## src/rtl/dke_pkg.sv

```systemverilog
// shared types, constants and character translation for the debounced key encoder
// used by every module of the block; depends on nothing else
`default_nettype none

package dke_pkg;

   // scan and keymap geometry
   localparam int SWITCH_COUNT_DEFAULT = 16;
   localparam int SCAN_BITS            = 16;
   localparam int SWITCH_IDX_W         = 4;
   localparam int MAP_DEPTH            = 16;
   localparam int MAP_IDX_W            = 4;
   localparam int MAP_BYTE_W           = 8;
   localparam int CHAR_W               = 7;

   // stream payload widths
   localparam int REQ_DATA_W = 48;
   localparam int RSP_DATA_W = 8;

   // item kinds
   typedef enum logic {
      OP_SCAN  = 1'b0,
      OP_WRITE = 1'b1
   } op_type;

   // characters touched by the shift translation
   localparam logic [7:0] CH_LOWER_A = 8'h61;
   localparam logic [7:0] CH_LOWER_Z = 8'h7A;
   localparam logic [7:0] CASE_DELTA = 8'h20;
   localparam logic [7:0] CH_0       = 8'h30;
   localparam logic [7:0] CH_2       = 8'h32;
   localparam logic [7:0] CH_3       = 8'h33;
   localparam logic [7:0] CH_4       = 8'h34;
   localparam logic [7:0] CH_5       = 8'h35;
   localparam logic [7:0] CH_6       = 8'h36;
   localparam logic [7:0] CH_7       = 8'h37;
   localparam logic [7:0] CH_8       = 8'h38;
   localparam logic [7:0] CH_9       = 8'h39;
   localparam logic [7:0] CH_SEMI    = 8'h3B;
   localparam logic [7:0] CH_SLASH   = 8'h2F;
   localparam logic [7:0] CH_RPAREN  = 8'h29;
   localparam logic [7:0] CH_DQUOTE  = 8'h22;
   localparam logic [7:0] CH_HASH    = 8'h23;
   localparam logic [7:0] CH_DOLLAR  = 8'h24;
   localparam logic [7:0] CH_PERCENT = 8'h25;
   localparam logic [7:0] CH_UNDER   = 8'h5F;
   localparam logic [7:0] CH_AMP     = 8'h26;
   localparam logic [7:0] CH_QUOTE   = 8'h27;
   localparam logic [7:0] CH_LPAREN  = 8'h28;
   localparam logic [7:0] CH_COLON   = 8'h3A;
   localparam logic [7:0] CH_QUEST   = 8'h3F;

   // decoded scan pair
   typedef struct packed {
      logic                    hit;
      logic [SWITCH_IDX_W-1:0] index;
      logic                    shift;
   } scan_pair_type;

   // highest set bit of a scan vector
   typedef struct packed {
      logic                    any;
      logic [SWITCH_IDX_W-1:0] index;
   } find_type;

   function automatic find_type find_high(input logic [SCAN_BITS-1:0] vec);
      find_type r;
      r.any   = 1'b0;
      r.index = '0;
      for (int i = 0; i < SCAN_BITS; i++) begin
         if (vec[i]) begin
            r.any   = 1'b1;
            r.index = SWITCH_IDX_W'(i);
         end
      end
      return r;
   endfunction

   // shifted form of a character, others unchanged
   function automatic logic [CHAR_W-1:0] shift_char(input logic [7:0] c);
      logic [7:0] r;
      case (c) inside
         [CH_LOWER_A:CH_LOWER_Z]: r = c - CASE_DELTA;
         CH_0:     r = CH_RPAREN;
         CH_2:     r = CH_DQUOTE;
         CH_3:     r = CH_HASH;
         CH_4:     r = CH_DOLLAR;
         CH_5:     r = CH_PERCENT;
         CH_6:     r = CH_UNDER;
         CH_7:     r = CH_AMP;
         CH_8:     r = CH_QUOTE;
         CH_9:     r = CH_LPAREN;
         CH_SEMI:  r = CH_COLON;
         CH_SLASH: r = CH_QUEST;
         default:  r = c;
      endcase
      return r[CHAR_W-1:0];
   endfunction

endpackage

`default_nettype wire

```

## src/rtl/dke_scan_decode.sv

```systemverilog
// priority decode of a scan pair: agreed key switch and shift state
// depends on dke_pkg
`default_nettype none

module dke_scan_decode #(
   parameter int SWITCH_COUNT = dke_pkg::SWITCH_COUNT_DEFAULT
) (
   input  wire logic [dke_pkg::SCAN_BITS-1:0]    first_scan,
   input  wire logic [dke_pkg::SCAN_BITS-1:0]    second_scan,
   input  wire logic [dke_pkg::SWITCH_IDX_W-1:0] shift_idx,
   output dke_pkg::scan_pair_type                pair
);

   localparam int SCAN_LIMIT =
      (SWITCH_COUNT < dke_pkg::SCAN_BITS) ? SWITCH_COUNT : dke_pkg::SCAN_BITS;

   logic [dke_pkg::SCAN_BITS-1:0] scan_mask;
   logic [dke_pkg::SCAN_BITS-1:0] shift_bit;
   logic [dke_pkg::SCAN_BITS-1:0] pressed_a;
   logic [dke_pkg::SCAN_BITS-1:0] pressed_b;
   dke_pkg::find_type             find_a;
   dke_pkg::find_type             find_b;

   // only scanned positions count, switches are active low
   always_comb begin
      for (int i = 0; i < dke_pkg::SCAN_BITS; i++) begin
         scan_mask[i] = (i < SCAN_LIMIT);
      end
      shift_bit = dke_pkg::SCAN_BITS'(1) << shift_idx;
      pressed_a = ~first_scan & scan_mask;
      pressed_b = ~second_scan & scan_mask;
   end

   // highest pressed non-shift switch in each scan
   always_comb begin
      find_a = dke_pkg::find_high(pressed_a & ~shift_bit);
      find_b = dke_pkg::find_high(pressed_b & ~shift_bit);
   end

   // both scans must agree, shift comes from the second scan
   always_comb begin
      pair.hit   = find_a.any && find_b.any && (find_a.index == find_b.index);
      pair.index = find_a.index;
      pair.shift = |(pressed_b & shift_bit);
   end

endmodule

`default_nettype wire

```

## src/rtl/dke_keymap.sv

```systemverilog
// keymap storage: one byte per switch position, write port and one read port
// depends on dke_pkg
`default_nettype none

module dke_keymap (
   input  wire logic                             clock,
   input  wire logic                             wr_en,
   input  wire logic [dke_pkg::MAP_IDX_W-1:0]    wr_index,
   input  wire logic [dke_pkg::MAP_BYTE_W-1:0]   wr_data,
   input  wire logic [dke_pkg::MAP_IDX_W-1:0]    rd_index,
   output logic      [dke_pkg::MAP_BYTE_W-1:0]   rd_data
);

   logic [dke_pkg::MAP_BYTE_W-1:0] map_ff [dke_pkg::MAP_DEPTH];

   // entries hold nothing defined until written
   always_ff @(posedge clock) begin
      if (wr_en) begin
         map_ff[wr_index] <= wr_data;
      end
   end

   // read mux
   assign rd_data = map_ff[rd_index];

endmodule

`default_nettype wire

```

## src/rtl/debounced_key_encoder_core.sv

```systemverilog
// an accepted item is held in the input register; an emitted character then moves into the result register
// throughput: one item per cycle; the single input register and the result
//   register part the two sides, so a held result stalls input only on a key change
// reset: synchronous active-high reset empties both registers, clears the last
//   character and the shift index; keymap entries are not cleared
// top level of the debounced key encoder; depends on dke_pkg, dke_scan_decode, dke_keymap
`default_nettype none

module debounced_key_encoder_core #(
   parameter int SWITCH_COUNT = dke_pkg::SWITCH_COUNT_DEFAULT
) (
   input  wire logic                                clock,
   input  wire logic                                reset,
   // request item
   input  wire logic                                req_tvalid,
   output logic                                     req_tready,
   // opcode
   input  wire logic                                req_tuser,
   // first_scan[15:0], second_scan[31:16], map_index[35:32], map_char[43:36]
   input  wire logic [dke_pkg::REQ_DATA_W-1:0]      req_tdata,
   // result item
   output logic                                     rsp_tvalid,
   input  wire logic                                rsp_tready,
   // key_char[6:0]
   output logic      [dke_pkg::RSP_DATA_W-1:0]      rsp_tdata,
   // shift switch index register
   input  wire logic                                csr_wr_en,
   input  wire logic [dke_pkg::SWITCH_IDX_W-1:0]    csr_wr_data
);

   // input register
   logic                                  s1_valid_ff, s1_valid_in;
   dke_pkg::op_type                       s1_op_ff;
   logic [dke_pkg::SCAN_BITS-1:0]         s1_first_ff, s1_second_ff;
   logic [dke_pkg::MAP_IDX_W-1:0]         s1_map_idx_ff;
   logic [dke_pkg::MAP_BYTE_W-1:0]        s1_map_char_ff;

   // block state
   logic [dke_pkg::SWITCH_IDX_W-1:0]      shift_idx_ff;
   logic [dke_pkg::CHAR_W-1:0]            last_char_ff, last_char_in;
   logic                                  last_valid_ff, last_valid_in;

   // result register
   logic                                  rsp_valid_ff, rsp_valid_in;
   logic [dke_pkg::CHAR_W-1:0]            rsp_char_ff;

   dke_pkg::scan_pair_type                pair;
   logic [dke_pkg::MAP_BYTE_W-1:0]        map_byte;
   logic [dke_pkg::CHAR_W-1:0]            key_ch;
   logic                                  key_ok;
   logic                                  is_scan;
   logic                                  emit;
   logic                                  out_free;
   logic                                  s1_consume;
   logic                                  accept;

   dke_scan_decode #(
      .SWITCH_COUNT (SWITCH_COUNT)
   ) u_decode (
      .first_scan  (s1_first_ff),
      .second_scan (s1_second_ff),
      .shift_idx   (shift_idx_ff),
      .pair        (pair)
   );

   dke_keymap u_keymap (
      .clock    (clock),
      .wr_en    (s1_consume && (s1_op_ff == dke_pkg::OP_WRITE)),
      .wr_index (s1_map_idx_ff),
      .wr_data  (s1_map_char_ff),
      .rd_index (pair.index[dke_pkg::MAP_IDX_W-1:0]),
      .rd_data  (map_byte)
   );

   // character lookup and change detection
   always_comb begin
      is_scan = (s1_op_ff == dke_pkg::OP_SCAN);
      key_ok  = pair.hit && !map_byte[dke_pkg::MAP_BYTE_W-1];
      key_ch  = pair.shift ? dke_pkg::shift_char(map_byte) : map_byte[dke_pkg::CHAR_W-1:0];
      emit    = is_scan && key_ok && (!last_valid_ff || (key_ch != last_char_ff));
   end

   // handshake: an item leaves the input register unless its result is blocked
   always_comb begin
      out_free    = !rsp_valid_ff || rsp_tready;
      s1_consume  = s1_valid_ff && (!emit || out_free);
      req_tready  = !s1_valid_ff || s1_consume;
      accept      = req_tvalid && req_tready;
      s1_valid_in = accept ? 1'b1 : (s1_consume ? 1'b0 : s1_valid_ff);
   end

   // last key tracking, scan items only
   always_comb begin
      last_char_in  = last_char_ff;
      last_valid_in = last_valid_ff;
      if (s1_consume && is_scan) begin
         last_char_in  = key_ok ? key_ch : '0;
         last_valid_in = key_ok;
      end
   end

   // result register
   always_comb begin
      if (s1_consume && emit) begin
         rsp_valid_in = 1'b1;
      end else if (rsp_tready) begin
         rsp_valid_in = 1'b0;
      end else begin
         rsp_valid_in = rsp_valid_ff;
      end
   end

   // control state
   always_ff @(posedge clock) begin
      if (reset) begin
         s1_valid_ff   <= 1'b0;
         rsp_valid_ff  <= 1'b0;
         last_char_ff  <= '0;
         last_valid_ff <= 1'b0;
         shift_idx_ff  <= '0;
      end else begin
         s1_valid_ff   <= s1_valid_in;
         rsp_valid_ff  <= rsp_valid_in;
         last_char_ff  <= last_char_in;
         last_valid_ff <= last_valid_in;
         if (csr_wr_en) begin
            shift_idx_ff <= csr_wr_data;
         end
      end
   end

   // payload registers
   always_ff @(posedge clock) begin
      if (accept) begin
         s1_op_ff       <= dke_pkg::op_type'(req_tuser);
         s1_first_ff    <= req_tdata[15:0];
         s1_second_ff   <= req_tdata[31:16];
         s1_map_idx_ff  <= req_tdata[35:32];
         s1_map_char_ff <= req_tdata[43:36];
      end
      if (s1_consume && emit) begin
         rsp_char_ff <= key_ch;
      end
   end

   assign rsp_tvalid = rsp_valid_ff;
   assign rsp_tdata  = {1'b0, rsp_char_ff};

   // input stalls only while the input register holds an item
   a_stall_only_when_full: assert property (@(posedge clock) disable iff (reset)
      !req_tready |-> s1_valid_ff)
      else $error("input stalled with empty input register");

   // a keymap write leaves the last key untouched
   a_write_keeps_last: assert property (@(posedge clock) disable iff (reset)
      (s1_consume && (s1_op_ff == dke_pkg::OP_WRITE)) |=>
         ($stable(last_valid_ff) && $stable(last_char_ff)))
      else $error("keymap write changed last key");

   // no key means a cleared character
   a_no_key_zero: assert property (@(posedge clock) disable iff (reset)
      !last_valid_ff |-> (last_char_ff == '0))
      else $error("last character set without a key");

   // an emitted item shows up as a valid result and becomes the last key
   a_emit_loads: assert property (@(posedge clock) disable iff (reset)
      (s1_consume && emit) |=> (rsp_valid_ff && last_valid_ff && (rsp_char_ff == last_char_ff)))
      else $error("emitted key not loaded");

endmodule

`default_nettype wire

```

## config.mk

```make
export PLATFORM = sky130hd
export DESIGN_NAME = debounced_key_encoder_core
export DESIGN_NICKNAME = d
export VERILOG_FILES = /design/src/rtl/dke_pkg.sv /design/src/rtl/dke_scan_decode.sv /design/src/rtl/dke_keymap.sv /design/src/rtl/debounced_key_encoder_core.sv
export SDC_FILE = /design/constraint.sdc
export NUM_CORES = 1
export LEC_CHECK = 0
export ABC_AREA = 1
export BUFFER_PORTS_ARGS = -buffer_cell sky130_fd_sc_hd__buf_2
export CAP_MARGIN = 5
export CELL_PAD_IN_SITES_DETAIL_PLACEMENT = 1
export CELL_PAD_IN_SITES_GLOBAL_PLACEMENT = 1
export CORE_UTILIZATION = 35
export DETAILED_ROUTE_END_ITERATION = 7
export GPL_TIMING_DRIVEN = 0
export HOLD_SLACK_MARGIN = 0.05
export PLACE_DENSITY_LB_ADDON = 0.1
export SYNTH_ARGS = -nofsm -noshare
export SYNTH_HDL_FRONTEND = slang
export SYNTH_SLANG_ARGS = --single-unit
export TNS_END_PERCENT = 10
```

## constraint.sdc

```tcl
create_clock -name clock -period 6.24 [get_ports clock]
set_input_delay 0.624 -clock clock [delete_from_list [all_inputs] [get_ports clock]]
set_output_delay 0.624 -clock clock [all_outputs]
set_load 0.005 [all_outputs]
```

Word level (Yosys, flattened, before mapping)
Memory sizes are Yosys's and may differ from the RTL's.
Index checks and enable logic that the tools add are counted.

word-level totals
  RAM bits = 128
  memories = 1
  ROM bits = 0
  output and inout bits = 10
  bits in registers = 66
  input port bits = 58
  bits in latches = 0

operators by class
  divide/modulo/power cells = 0
  shift-type cells = 1
  reduce and logical (&&, ||, !) cells = 23
  magnitude comparators = 2
  $mul = 0
  add/sub/neg operators = 1
  equal/unequal tests = 13
  multiplexer cells = 52
  bitwise logic cells = 7

memories
  name             depth  bits a word  rd ports  clocked after memory_dff  wr ports  RTL line          source
  u_keymap.map_ff  16     8            1         0                         1         dke_keymap.sv:14  logic [dke_pkg::MAP_BYTE_W-1:0] map_ff [dke_pkg::MAP_DEPTH];

operator list
  operator                                                           number
  2-to-1 mux 5 bit                                                   32
  2-to-1 mux 7 bit                                                   14
  == test 8 x 6 -> 1 bit, second input constant                      11
  AND 16 bit                                                         3
  inverter 16 bit                                                    3
  OR reduction 16 bit                                                1
  << shifter 1 x 4 -> 16 bit, first input constant                   1
  logical AND 1 bit                                                  11
  greater-or-equal comparator 8 x 7 -> 1 bit, second input constant  1
  less-or-equal comparator 8 x 7 -> 1 bit, second input constant     1
  != test 7 bit                                                      1
  subtractor 7 x 6 -> 7 bit, second input constant                   1
  2-to-1 mux 1 bit                                                   6
  logical NOT 1 bit                                                  5
  == test 4 bit                                                      1
  logical OR 1 bit                                                   4
  nonzero test 2 bit                                                 2
  inverter 1 bit                                                     1

Logic depth before layout (Yosys ltp)
An unclocked memory read counts as a cell.

  word-level depth = 43
  mapped depth = 40
  gate-level depth less buffers = 38

By module
Synthesis repeated with hierarchy kept, for this count alone.

second synthesis, totals
  cells, all modules = 961
  area, all modules = 9216.3 um^2

by module, submodules not included
  module                      instances  area an instance (um^2)  cells an instance
  dke_keymap                  1          5606.6                   543
  debounced_key_encoder_core  1          2776.4                   243
  dke_scan_decode             1          833.3                    175

Least setup slack after synthesis
Ideal clock, no wire load.

  kind = register to register
  from = register shift_idx_ff[3] (netlist bit)
  to = register s1_first_ff[0] (netlist bit) (enable)
  library setup time = 0.399 ns
  arrival = 4.105 ns
  cell stages (with the launch flop) = 26
  clock period less this slack = 4.504 ns
  required time = 5.841 ns
  slack = 1.736 ns
  cells stage by stage = dfxtp_1 buf_4 inv_2 buf_4 nor4_2 or2_1 nand2_2 inv_2 a21oi_4 inv_2 clkbuf_1 nand3_1 nand3_1 nand3_1 nand2_2 nand3_2 nor2_4 nand2_1 o21ai_2 xnor2_1 nand2_1 nor2_1 nand4_2 nand3_1 nand2_1 inv_1

on the way
  longest elaborated chain between the ends = 41
  elaborated cells on any way between the ends = 81

ends and longest elaborated chain
  item                             RTL line                           source
  start: declaration               debounced_key_encoder_core.sv:39   logic [dke_pkg::SWITCH_IDX_W-1:0] shift_idx_ff;
  start signal: assignment         debounced_key_encoder_core.sv:127  shift_idx_ff <= csr_wr_data;
  << shifter 1 x 4 -> 16 bit (*)   dke_scan_decode.sv:29              shift_bit = dke_pkg::SCAN_BITS'(1) << shift_idx;
  inverter 16 bit                  dke_scan_decode.sv:36              find_a = dke_pkg::find_high(pressed_a & ~shift_bit);
  AND 16 bit                       dke_scan_decode.sv:36
  2-to-1 mux 5 bit (15 in series)  dke_pkg.sv:71                      if (vec[i]) begin
  memory read (16 x 8 bit)         --
  == test 8 x 6 -> 1 bit           debounced_key_encoder_core.sv:79   key_ch = pair.shift ? dke_pkg::shift_char(map_byte) : map_byte[dke_pkg::CHAR_W-1:0];
  2-to-1 mux 7 bit (12 in series)  dke_pkg.sv:82                      case (c) inside
  2-to-1 mux 7 bit (*)             debounced_key_encoder_core.sv:79
  via key_ch (one bit)             debounced_key_encoder_core.sv:49   logic [dke_pkg::CHAR_W-1:0] key_ch;
  (+2 left out)                    --
  logical AND 1 bit (*)            debounced_key_encoder_core.sv:80   emit = is_scan && key_ok && (!last_valid_ff || (key_ch != last_char_ff));
  logical NOT 1 bit (*)            debounced_key_encoder_core.sv:86   s1_consume = s1_valid_ff && (!emit || out_free);
  logical OR 1 bit (*)             debounced_key_encoder_core.sv:86
  logical AND 1 bit (*)            debounced_key_encoder_core.sv:86
  logical OR 1 bit (*)             debounced_key_encoder_core.sv:87   req_tready = !s1_valid_ff || s1_consume;
  via req_tready                   debounced_key_encoder_core.sv:16   output logic req_tready,
  logical AND 1 bit (*)            debounced_key_encoder_core.sv:88   accept = req_tvalid && req_tready;
  via accept                       debounced_key_encoder_core.sv:55   logic accept;
  end signal: assignment           debounced_key_encoder_core.sv:136  s1_first_ff <= req_tdata[15:0];
  end: declaration                 debounced_key_encoder_core.sv:34   logic [dke_pkg::SCAN_BITS-1:0] s1_first_ff, s1_second_ff;

Mark *: on every way through the listed nets, which the timed path passes. The rest lies on a longest branch.
A chain may end at the register's enable or synchronous reset.

Final worst setup path
  from = register shift_idx_ff[0] (netlist bit)
  to = output port req_tready

on the way
  longest elaborated chain between the ends = 40
  elaborated cells on any way between the ends = 80

ends and longest elaborated chain
  item                             RTL line
  << shifter 1 x 4 -> 16 bit (*)   dke_scan_decode.sv:29
  inverter 16 bit                  dke_scan_decode.sv:36
  AND 16 bit                       dke_scan_decode.sv:36
  2-to-1 mux 5 bit (15 in series)  dke_pkg.sv:71
  memory read (16 x 8 bit)         --
  == test 8 x 6 -> 1 bit           debounced_key_encoder_core.sv:79
  2-to-1 mux 7 bit (12 in series)  dke_pkg.sv:82
  2-to-1 mux 7 bit (*)             debounced_key_encoder_core.sv:79
  via key_ch (one bit)             debounced_key_encoder_core.sv:49
  != test 7 bit (*)                debounced_key_encoder_core.sv:80
  logical OR 1 bit (*)             debounced_key_encoder_core.sv:80
  logical AND 1 bit (*)            debounced_key_encoder_core.sv:80
  logical NOT 1 bit (*)            debounced_key_encoder_core.sv:86
  logical OR 1 bit (*)             debounced_key_encoder_core.sv:86
  logical AND 1 bit (*)            debounced_key_encoder_core.sv:86
  logical OR 1 bit (*)             debounced_key_encoder_core.sv:87
  end: declaration                 debounced_key_encoder_core.sv:16

Marked as above.

==> reports/results.env <==
IO_PINS=68
CTS.REPORTEDPATHS.CLKPINSLEW_PS=80
NETSWITCHINGPOWER_mW=0.857
RUN_STATUS='complete, no violations'
NETS=1009
SWITCHING_SHARE=0.283
GRT.TOTAL_USAGE=0.195
CHIPHEIGHT_UM=162
MAXCAPVIOLCOUNT=0
MOST-COMMON-LAYOUT-CELLS='185 x sky130_fd_sc_hd__nand2_1, 180 x sky130_fd_sc_hd__edfxtp_1, 165 x sky130_fd_sc_hd__nand3_1'
YOSYSWARNINGS=0
CORE_MM2=0.0251
CTS_MADE_BUFFERS=17
SEQ_POWER_SHARE=0.495
DRT.ANTENNA.VIOLATING_NETS=0
PLACE_AREA_MM2=0.00971
CP.DEPTH=21
FINCLKSKEW_PS=15.5
SYN-CELL-AREA_MM2=0.00896
SYNTH-EDFF-COUNT=180
CRIT_BUF_INV=4
YS_SEQ_ELEMENTS=194
ROUTE.FINAL.WIRE_LENGTH_MM=24.6
POST_ROUTE_STANDARD_CELL_AREA_EXCLUDING_FILLERS_MM2=0.0103
SETUP.WORST_PATH.START='shift_idx_ff[0]'
CRITICAL_PATH.MOST_COMMON_CELL='sky130_fd_sc_hd__nand2_1'
MAX-CLOCK-PATH-BUFFERS=2
IR_WORST_VDD_mV=0.181
FIRSTDRTPASSITERS=4
CRITICAL-PATH-TOP-DELAY-FAMILY='simple AND/OR/NAND/NOR gates'
STATIC-LEAKAGE-POWER_nW=4.08
TOTAL_POWER_mW=3.03
ANTENNA_CELLS=0
NUM-FILL-CELLS=2880
CLOCK_TREE.ROOT_CELL='sky130_fd_sc_hd__clkbuf_16'
REGISTER_AREA_MM2=0.00569
AREA_DELTA_SYNTH_FINAL_PCT=15.3
RELSLEWSLACK=0.116
FINAL.PERIOD_UTILIZATION=0.893
INITIAL_CORE_UTIL=0.357
VIA_COUNT=6441
CRITPATHREQUIREDTIME_PS=5620
CRITICAL_PATH.CELL_CHAIN='inv_2 > nor3_2 > nand2_1 > inv_1 > or2_2 > nand2_1 > nor2_1 > nand2_1 > inv_1 > nand3_1 > nand2_1 > nand2_2 > nor2_4 > nand2_1 > o21ai_2 > xnor2_1 > nand2_1 > nor2_1 > nand4_2 > nand3_1 > buf_2'
PLACE_CONGESTION=0.774
LAYOUT_SETUP_WS_PS=670
FINALHOLDWORSTSLACK_PS=352
WORST-R2R-SETUP-SLACK_PS=890
STARTPOINT_TYPE='flop'
HPWL_MM=16.8
CTS_TREE='built'
P_PER_AREA_mW_PER_MM2=294
R2R_END='s1_map_char_ff[5]'
GRT_ANTENNA_BEFORE_REPAIR=0
GRT_PASS1_WL_MM=37.4
FLOORPLAN.ROWS=58
GRT_SETUP_UNREPAIRED='no'
CELLINTERNALPOWER_mW=2.17
FLOORPLAN.DIE.WIDTH_UM=162
WORSTREG2REGSTART='shift_idx_ff[0]'
WORSTPATHMAXFANOUT=10
WL_PER_CELL_UM=19.0
POWER.COMBINATIONAL.FRACTION=0.130
DRT-VIAS-PER-INSTANCE=4.98
DETAIL_ROUTE.ITER0.VIOLATIONS=320
WORST_SETUP_PATH_END_KIND='primary output'
DRIVE_GT1_FRAC=0.189
CRITICAL_PATH.ENDPOINT='req_tready'
POST_SYNTHESIS_NET_COUNT=926
DRC=0
POSTCTSSETUPREPAIRBUFS=0
REMAINING_OVERFLOW_GRT=0
YS_TYPES=49
MULTI_INPUT_AREA_MM2=0.00269
POSTSYNTHCELLCOUNT=868
HOLD_VIOL=0
SETUP-VIOLATIONS-FINAL=0
SETUP_TOTAL_NEGATIVE_SLACK_PS=0
CTSHOLDBUFFERS=0
CTS.HTREE.LEVELS=4
SYNTH.YOSYS.SEQ_AREA_SHARE=0.635
MAX_CLOCK_FREQ_MHz=180
GRT_START_MAX_NET_PINS=34
SYNTH_TOP_FLOP_CELL='sky130_fd_sc_hd__edfxtp_1'
CP_SLOWEST_CELL='sky130_fd_sc_hd__inv_1'
MIN-DELAY-PATH-CLASS='in2reg'
CP_SLOWEST_STAGE_DELAY_PS=500
PERIOD_MINUS_SLACK_PS=5570
LAYOUT_COMMONEST_CELL='sky130_fd_sc_hd__nand2_1'
CRITPATHARRIVALTIME_PS=4950
POSTSYNTH.ASYNCRESETSHARE=0
FINAL_MAX_SLEW_VIOL_COUNT=0
P_CLK_FRAC=0.376
WORST-SLEW-PIN-TRANSITION_PS=1320
CTS.SINKS=194
SYN_AVG_CELL_AREA_UM2=10.3
PORT-BUFFER-COUNT=62
R2R.WORST_PATH.CELLS=23
DPL_WORST_SLACK_PS=783
DIE_AREA_MM2=0.0262
SETUP.WORST_PATH.CLASS='reg2out'
POST_CTS.RESIZED_INSTANCES=0
GRT_PASS1_VIAS=6507
CLK-INSERTION-DELAY-LATE_PS=450
## worst reg2reg max path: stages, from the launching register on
cell and delay (ps):
sky130_fd_sc_hd__dfxtp_1 450, sky130_fd_sc_hd__inv_2 140, sky130_fd_sc_hd__nor3_2 220, sky130_fd_sc_hd__nand2_1 110
sky130_fd_sc_hd__inv_1 80, sky130_fd_sc_hd__or2_2 130, sky130_fd_sc_hd__nand2_1 90, sky130_fd_sc_hd__nor2_1 320
sky130_fd_sc_hd__nand2_1 480, sky130_fd_sc_hd__inv_1 510, sky130_fd_sc_hd__nand3_1 270, sky130_fd_sc_hd__nand2_1 230
sky130_fd_sc_hd__nand2_2 110, sky130_fd_sc_hd__nor2_4 220, sky130_fd_sc_hd__nand2_1 140, sky130_fd_sc_hd__o21ai_2 200
sky130_fd_sc_hd__xnor2_1 150, sky130_fd_sc_hd__nand2_1 70, sky130_fd_sc_hd__nor2_1 140, sky130_fd_sc_hd__nand4_2 180
sky130_fd_sc_hd__nand3_1 160, sky130_fd_sc_hd__nand2_1 80, sky130_fd_sc_hd__inv_2 300, sky130_fd_sc_hd__buf_12 260
## cell usage after synthesis (2+ instances only)
cell / n / share of area
sky130_fd_sc_hd__a211oi_1: 4 / 0.0034
sky130_fd_sc_hd__a21oi_1: 17 / 0.0095
sky130_fd_sc_hd__a21oi_2: 2 / 0.0020
sky130_fd_sc_hd__a21oi_4: 2 / 0.0036
sky130_fd_sc_hd__a31oi_1: 3 / 0.0021
sky130_fd_sc_hd__buf_2: 14 / 0.0078
sky130_fd_sc_hd__buf_4: 9 / 0.0075
sky130_fd_sc_hd__buf_6: 4 / 0.0050
sky130_fd_sc_hd__clkbuf_1: 6 / 0.0025
sky130_fd_sc_hd__dfxtp_1: 14 / 0.031
sky130_fd_sc_hd__edfxtp_1: 180 / 0.60
sky130_fd_sc_hd__inv_1: 84 / 0.035
sky130_fd_sc_hd__inv_2: 15 / 0.0063
sky130_fd_sc_hd__nand2_1: 185 / 0.078
sky130_fd_sc_hd__nand2_2: 9 / 0.0063
sky130_fd_sc_hd__nand2_4: 4 / 0.0050
sky130_fd_sc_hd__nand3_1: 165 / 0.092
sky130_fd_sc_hd__nand3_2: 4 / 0.0045
sky130_fd_sc_hd__nand3b_1: 22 / 0.018
sky130_fd_sc_hd__nand4_1: 7 / 0.0049
sky130_fd_sc_hd__nor2_1: 59 / 0.025
sky130_fd_sc_hd__nor2_2: 4 / 0.0028
sky130_fd_sc_hd__nor2_4: 2 / 0.0025
sky130_fd_sc_hd__nor3_2: 2 / 0.0022
sky130_fd_sc_hd__nor4_1: 2 / 0.0014
sky130_fd_sc_hd__o2111ai_1: 2 / 0.0020
sky130_fd_sc_hd__o21a_1: 2 / 0.0017
sky130_fd_sc_hd__o21ai_0: 8 / 0.0045
sky130_fd_sc_hd__o22ai_1: 4 / 0.0028
sky130_fd_sc_hd__o32ai_1: 3 / 0.0029
sky130_fd_sc_hd__or2_1: 2 / 0.0014
sky130_fd_sc_hd__or2_2: 9 / 0.0063
sky130_fd_sc_hd__or4_1: 2 / 0.0017
sky130_fd_sc_hd__xnor2_1: 2 / 0.0020
## worst min path at each step
stage / cells after the start / start / slack (ps) / end
6_report: 1 / req_tdata[37] / 350 / s1_map_char_ff[1]
5_1_grt: 1 / req_tdata[37] / 330 / s1_map_char_ff[1]
4_1_cts: 1 / req_tdata[37] / 340 / s1_map_char_ff[1]
3_5_place_dp: 2 / last_valid_ff / 470 / last_valid_ff
3_3_place_gp: 2 / last_char_ff[0] / 450 / last_char_ff[0]
2_1_floorplan: 2 / last_char_ff[0] / 440 / last_char_ff[0]
## area by class of cell
cell class / instances / area share
flip-flops and latches: 194 / 0.551
clock buffers: 18 / 0.0416
plain buffers: 33 / 0.0199
inverters: 101 / 0.0368
well taps: 330 / 0.0400
repair buffers: 64 / 0.0330
multi-input cells: 540 / 0.260
clock inverters: 14 / 0.0178
## per-stage QoR
stage / std cells / util
finish: 1294 / 0.411
CTS: 1294 / 0.411
floorplan: 868 / -
detailed placement: 1262 / 0.387
global route: 1294 / 0.411
global placement: 1260 / 0.386
## cells by family (layout without fill, tap and decap cells)
| group | after synthesis | in the layout | synth area share |
|---|---|---|---|
| xor+xnor | 3 | 3 | 0.00293 |
| simple gates | 482 | 482 | 0.256 |
| compound gates | 54 | 54 | 0.0404 |
| other cells | 1 | 1 | 0.000419 |
| buf+inv | 134 | 230 | 0.0654 |
| flops | 194 | 194 | 0.635 |
## registers in the layout, summed over array words and instances (netlist names)
signal and count:
last_char_ff 7, last_valid_ff 1, rsp_char_ff 7, rsp_tvalid 1, s1_first_ff 16, s1_map_char_ff 8
s1_map_idx_ff 4, s1_op_ff 1, s1_second_ff 16, s1_valid_ff 1, shift_idx_ff 4, u_keymap.map_ff 128
## power groups by stage
stage                     Sequential, mW  Combinational, mW  Clock (mW)
final                               1.50              0.393        1.14
after global routing                1.50              0.442        1.20
after CTS                           1.50              0.400        1.17
after detailed placement            1.53              0.398           0
after global placement              1.53              0.391           0
after floorplan                     1.52              0.271           0
## per-layer routing
| layer | vias up | part of all wire | GRT usage |
|---|---|---|---|
| li1 | 3156 | - | - |
| met1 | 3163 | 0.48 | 0.268 |
| met2 | 98 | 0.48 | 0.321 |
| met3 | 24 | 0.022 | 0.0268 |
| met4 | 0 | 0.014 | 0.0519 |
| met5 | - | 0 | 0 |
No activity file was read; power rests on OpenSTA's default activity.
